[src/sv/insertion_sorter_assert.svh]
// Assertion macros shared by the sorter RTL.
// Each macro expects a clock named clock and a reset named reset in scope.
`ifndef INSERTION_SORTER_ASSERT_SVH
`define INSERTION_SORTER_ASSERT_SVH

// The condition must never hold outside reset.
`define ISORT_ASSERT_NEVER(label, cond) \
   label: assert property (@(posedge clock) disable iff (reset) !(cond)) \
      else $error("sorter check failed");

// When the antecedent holds, the consequent must hold on the next cycle.
`define ISORT_ASSERT_NEXT(label, ante, cons) \
   label: assert property (@(posedge clock) disable iff (reset) (ante) |=> (cons)) \
      else $error("sorter check failed");

`endif

[src/sv/isort_pkg.sv]
package isort_pkg;

   // Width of one sorted element.
   localparam int VALUE_W = 32;

   typedef logic signed [VALUE_W-1:0] value_type;

   // Control that the top level broadcasts to every cell.
   typedef struct packed {
      logic insert;   // a new value is placed into the chain this cycle
      logic shift;    // every cell takes its right neighbor's value
   } cell_ctl_type;

endpackage

[src/sv/isort_cell.sv]
module isort_cell (
   input  logic                  clock,
   input  isort_pkg::cell_ctl_type ctl,
   input  logic                  valid,
   input  isort_pkg::value_type  new_value,
   input  isort_pkg::value_type  left_value,
   input  logic                  left_occupy,
   input  isort_pkg::value_type  right_value,
   output isort_pkg::value_type  value,
   output logic                  occupy
);

   isort_pkg::value_type value_ff;
   isort_pkg::value_type value_in;

   // The cell lies at or beyond the insertion point when it is empty or
   // holds a strictly greater value, so equal values keep arrival order.
   assign occupy = !valid || (value_ff > new_value);

   // Shift toward the output while draining, shift up on an insertion.
   always_comb begin
      value_in = value_ff;
      if (ctl.shift) begin
         value_in = right_value;
      end else if (ctl.insert && occupy) begin
         value_in = left_occupy ? left_value : new_value;
      end
   end

   always_ff @(posedge clock) begin
      value_ff <= value_in;
   end

   assign value = value_ff;

endmodule

[config.mk]
export PLATFORM = sky130hd
export DESIGN_NAME = isort_cell
export DESIGN_NICKNAME = d
export VERILOG_FILES = /design/src/sv/insertion_sorter_assert.svh /design/src/sv/isort_pkg.sv /design/src/sv/isort_cell.sv
export SDC_FILE = /design/constraint.sdc
export NUM_CORES = 1
export LEC_CHECK = 0
export BUFFER_PORTS_ARGS = -buffer_cell sky130_fd_sc_hd__buf_2
export CAP_MARGIN = 10
export CORE_AREA = 5 5 81 83
export DETAILED_ROUTE_END_ITERATION = 12
export DIE_AREA = 0 0 86 88
export PLACE_DENSITY = 0.82
export SLEW_MARGIN = 10
export SYNTH_ARGS = -nofsm -noshare
export SYNTH_HDL_FRONTEND = slang
export SYNTH_SLANG_ARGS = --single-unit
export TNS_END_PERCENT = 5
[constraint.sdc]
create_clock -name clock -period 4.5 [get_ports clock]
set_input_delay 0.225 -clock clock [delete_from_list [all_inputs] [get_ports clock]]
set_output_delay 0.225 -clock clock [all_outputs]
set_load 0.05 [all_outputs]
# ---- Yosys cells after proc, flatten, opt, wreduce, memory -nomap -nowiden
# Cells that the tools add are included.
dict set report totals {
  out_inout_bits 33
  wordCells 9
  input_bits 101
  register_bits 32
}
dict set report op_classes {
  n_reduce_logical 4
  n_lt_le_gt_ge 1
  muxes 3
}
# operator count
set op_table {}
lappend op_table {{32-bit 2-to-1 mux} 3}
lappend op_table {{32-bit > comparator} 1}
lappend op_table {{2-bit nonzero test} 1}
lappend op_table {{1-bit logical AND} 1}
lappend op_table {{1-bit logical NOT} 1}
lappend op_table {{1-bit logical OR} 1}

# ---- Longest topological paths before layout
dict set report depth {
  ltp_word 5
  depth_mapped 8
  depth_no_buf 8
}

# ---- Worst setup path after synthesis
# OpenSTA, ideal clock, no wires.
dict set report synth_timing {
  kind {reg-to-reg}
  from {reg value_ff[14], in the netlist value[14]}
  to {reg value_ff[0], in the netlist value[0] (enable)}
  setup_ps 425
  path_buffers 0
  t_arrival_ps 3244
  synth_period_minus_slack_ps 3670
  path_slack_ps 830
  required_ps 4075
  path_stages_with_launch 7
  path_cell_list {edfxtp_1 -> ha_1 -> nand4_2 -> nor4_2 -> a211oi_1 -> o211a_1 -> o21ai_1}
}
dict set report synth_via {
  elab_chain_cells 4
}
# item line_no
set synth_rtl {}
lappend synth_rtl {{start: declaration} isort_cell.sv:13} ;# isort_pkg::value_type value_ff;
lappend synth_rtl {{start signal: assignment} isort_cell.sv:31} ;# value_ff <= value_in;
lappend synth_rtl {{32-bit > comparator} isort_cell.sv:18} ;# assign occupy = !valid || (value_ff > new_value);
lappend synth_rtl {{1-bit logical OR} isort_cell.sv:18}
lappend synth_rtl {{1-bit logical AND} isort_cell.sv:25} ;# end else if (ctl.insert && occupy) begin
lappend synth_rtl {{2-bit nonzero test (no source line)} --}
# Every way passes these cells.
# A chain may end at the register's enable or synchronous reset.

# ---- Final worst setup path
dict set report layout_timing {
  from {reg value_ff[14], in the netlist value[14]}
  to {reg value_ff[27], in the netlist value[27] (enable)}
}
# The elaborated chain is that of the path after synthesis.

==> key figures <==
Die
  • Initial Util: 0.4281
  • Die width: 86 µm
  • Die area: 0.007568 mm²
  • Die span in y: 88 µm
  • Row cnt: 28
  • Core ar.: 0.005781 mm²
  • I/O pins: 134

Power and ir drop
  • Sw Ratio: 0.3857
  • Static Leak: ~0.0018 µW
  • Combinational share of power: 0.396
  • Worst vdd ir: 172.9 µV
  • Reg power frac: 0.397
  • Pint: 611.9 µW
  • Clock power share: 0.208
  • P_sw: 384.2 µW
  • Pwr Density: 303.6 mW/mm²
  • Total Power: 996.0 µW

Synthesis
  • XOR/XNOR Fraction of Synth Area: 0
  • Async SR Flop Fraction: 0
  • Largest cells by area after synthesis: edfxtp_1 (39%), ha_1 (16%), mux2i_1 (13%)
  • Adder-cell share of the synthesized area: 0.1618
  • Synth Flop Type: edfxtp_1
  • Sequential area share after synthesis: 0.3883
  • Post-synth top area share: 0.3883
  • Synth Net Count: 393
  • Seq cells post-synth: 32
  • Synth Warn #: 0
  • Post-synthesis cell count: 260
  • Mux cell area share after synthesis: 0.1294
  • Post-synthesis simple-gate area fraction: 0.1072
  • Largest family of logic cells by synthesized area: adder cells
  • Synth cell types: 25
  • Post-Syn Area: 0.002475 mm²
  • Yosys top cell by area: edfxtp_1
  • Post-synth EDFFs: 32
  • Area fraction in compound gates after synthesis: 0.1421
  • Avg Inst Size Synth: 9.519 µm²

CTS
  • H-tree levels: 2
  • Reg clk slew, reported paths: 0.06 ns
  • CTS Hold Bufs: 0
  • Post-CTS Setup Inserts: 0
  • Root buf cell: clkbuf_8
  • TritonCTS Buffers: 5
  • Clock tree buffer depth: 2
  • Clk_lat worst skew: about 0.27 ns
  • CTS tree: yes
  • CTS resizes: 0
  • # clock sinks: 32

Place
  • DP HPWL: 5290 µm
  • GP Congestion: 0.7629
  • Worst slack at placement: approximately 1.6 ns
  • PortBufs: 133

Critical path
  • Slowest stage cell, crit path: o21ai_4
  • CP top delay family: compound AO/OA/AOI/OAI gates
  • Crit-path max FO: 32
  • Crit path launch type: flop
  • WP data required: 4.40 ns
  • Crit path largest cell delay: 0.81 ns
  • Critical path buffers and inverters: 0
  • Worst Path Arrival: 2.74 ns
  • CP cell instances: ha_1, nand4_2, nor4_2, a211oi_1, o211a_1, o21ai_4
  • Setup CP Type: flop to flop
  • Crit path capture type: flop

Routing
  • Wire per inst: 13.98 µm
  • Number of routed nets with antenna violations: 0
  • DRT Pass-1 Iters: 4
  • DRC viols: 0
  • DRT Wirelength: between 6000 and 7000 µm
  • Avg Vias per Cell: 4.978
  • DR iter-0 viols: 104
  • Vias: 2315

Timing
  • Slew HR: 0.3175
  • PnR worst setup slack: 1.661 ns
  • RSZ-0062 raised after global routing: false
  • Setup violations, final: 0
  • Layout Skew: approximately 0.0019 ns
  • Final min period: between 2 and 3 ns
  • Maximum clock rate: 352.2 MHz
  • Fin. max-slew vios: 0
  • Final Hold Viols: 0
  • Setup total negative slack: 0 ns
  • Worst slew pin tran: ~1.0 ns
  • Tcrit/Tclk final: 0.6310

Global route
  • First-pass GRT wire length: 10700 µm
  • Total GRT Usage: 0.1759
  • Total grt overflow: 0
  • Initial antenna violation count: 1
  • Vias in the first global route: 2403
  • Largest net degree at the start of global routing: 66

Layout
  • Syn-to-layout area delta: 32.56%
  • Final nets: 522
  • Max reg flops: 32
  • Layout cells sized above 1: 0.3667
  • # diodes: 0
  • Fin util: 0.5675

Min path
  • Hold/Removal Path Class: primary input to flop

Status
  • Status: completed

Job
  • Max Cap Viol: 0
[final timing paths]
| check | start | end | slack [ns] | cells after the start |
|---|---|---|---|---|
| worst max-delay path | value[14]$_DFFE_PP_ | value[27]$_DFFE_PP_ | 1.66 | 6 |
| worst max register to register | value[14]$_DFFE_PP_ | value[27]$_DFFE_PP_ | 1.66 | 6 |
| worst min register to register | value[2]$_DFFE_PP_ | value[2]$_DFFE_PP_ | 1.47 | 5 |
| worst min-delay path | right_value[25] | value[25]$_DFFE_PP_ | 0.22 | 3 |
[Yosys cell counts (3+ instances only)]
| master | n |
|---|---|
| nand2_1 | 38 |
| inv_1 | 35 |
| o21ai_0 | 35 |
| edfxtp_1 | 32 |
| ha_1 | 32 |
| mux2i_1 | 32 |
| a21oi_1 | 14 |
| clkbuf_1 | 8 |
| nand3_1 | 5 |
| nand4_1 | 5 |
| a21o_1 | 3 |
| buf_2 | 3 |
[through the flow]
stage	std cells	cell area [µm²]	hold WS, ns
finish	465	3281	0.2242
global route	465	3281	0.2237
CTS	465	3281	0.2181
detailed placement	457	3201	0.5066
global placement	457	3201	0.5026
floorplan	260	2475	0.4121
[layer usage]
layer | wire [µm] | global-route usage | vias to the layer above | share of wire
met1 | 2449 | 0.1954 | 1024 | 0.38
met4 | 60 | 0.03885 | 2 | 0.0092
met2 | 3351 | 0.3217 | 88 | 0.52
met3 | 618 | 0.06397 | 10 | 0.095
li1 | - | - | 1191 | -
met5 | 20 | 0 | - | 0.0031
[cells in the final DEF (no fill, tap or decap)]
cell and n:
a2111oi_2 1, a211oi_1 2, a21o_1 3, a21oi_1 14, and4_1 1, buf_2 133, clkbuf_1 2, clkbuf_8 5
clkinv_1 1, edfxtp_1 32, ha_1 32, inv_1 35, mux2i_1 32, nand2_1 38, nand2b_1 1, nand3_1 5
nand4_1 5, nand4_2 1, nor2_1 2, nor4_2 2, o211a_1 2, o21a_1 1, o21ai_0 35, o21ai_1 1
o21ai_4 1, o221ai_1 1, o31ai_1 1, or2_1 1
[cells by family after synthesis]
family | after synthesis
AOI/OAI and AO/OA | 62
and+or+nand+nor | 56
buffers and inverters | 46
muxes | 32
adders and majority gates | 32
DFF | 32
[final cells by class]
cell class              count  area, µm²
repair buffers            133      665.6
clock buffers               7      76.32
multi-input cells         182       1349
fillers                   542       2500
inverters                  35      131.4
clock inverters             1      3.754
well taps                  75      93.84
flip-flops and latches     32      960.9
[worst reg2reg max path, stage by stage (launching register included)]
cell	delay (ns)
edfxtp_1	0.39
ha_1	0.33
nand4_2	0.16
nor4_2	0.34
a211oi_1	0.13
o211a_1	0.28
o21ai_4	0.81
[power by group through the flow]
stage                     Clock [µW]  Sequential, µW  Combinational, µW
final                            207             395                394
after global routing             227             399                434
after CTS                        213             395                398
after detailed placement           0             401                396
after global placement             0             398                387
after floorplan                    0             528                144
No activity file was read; power rests on OpenSTA's default activity.
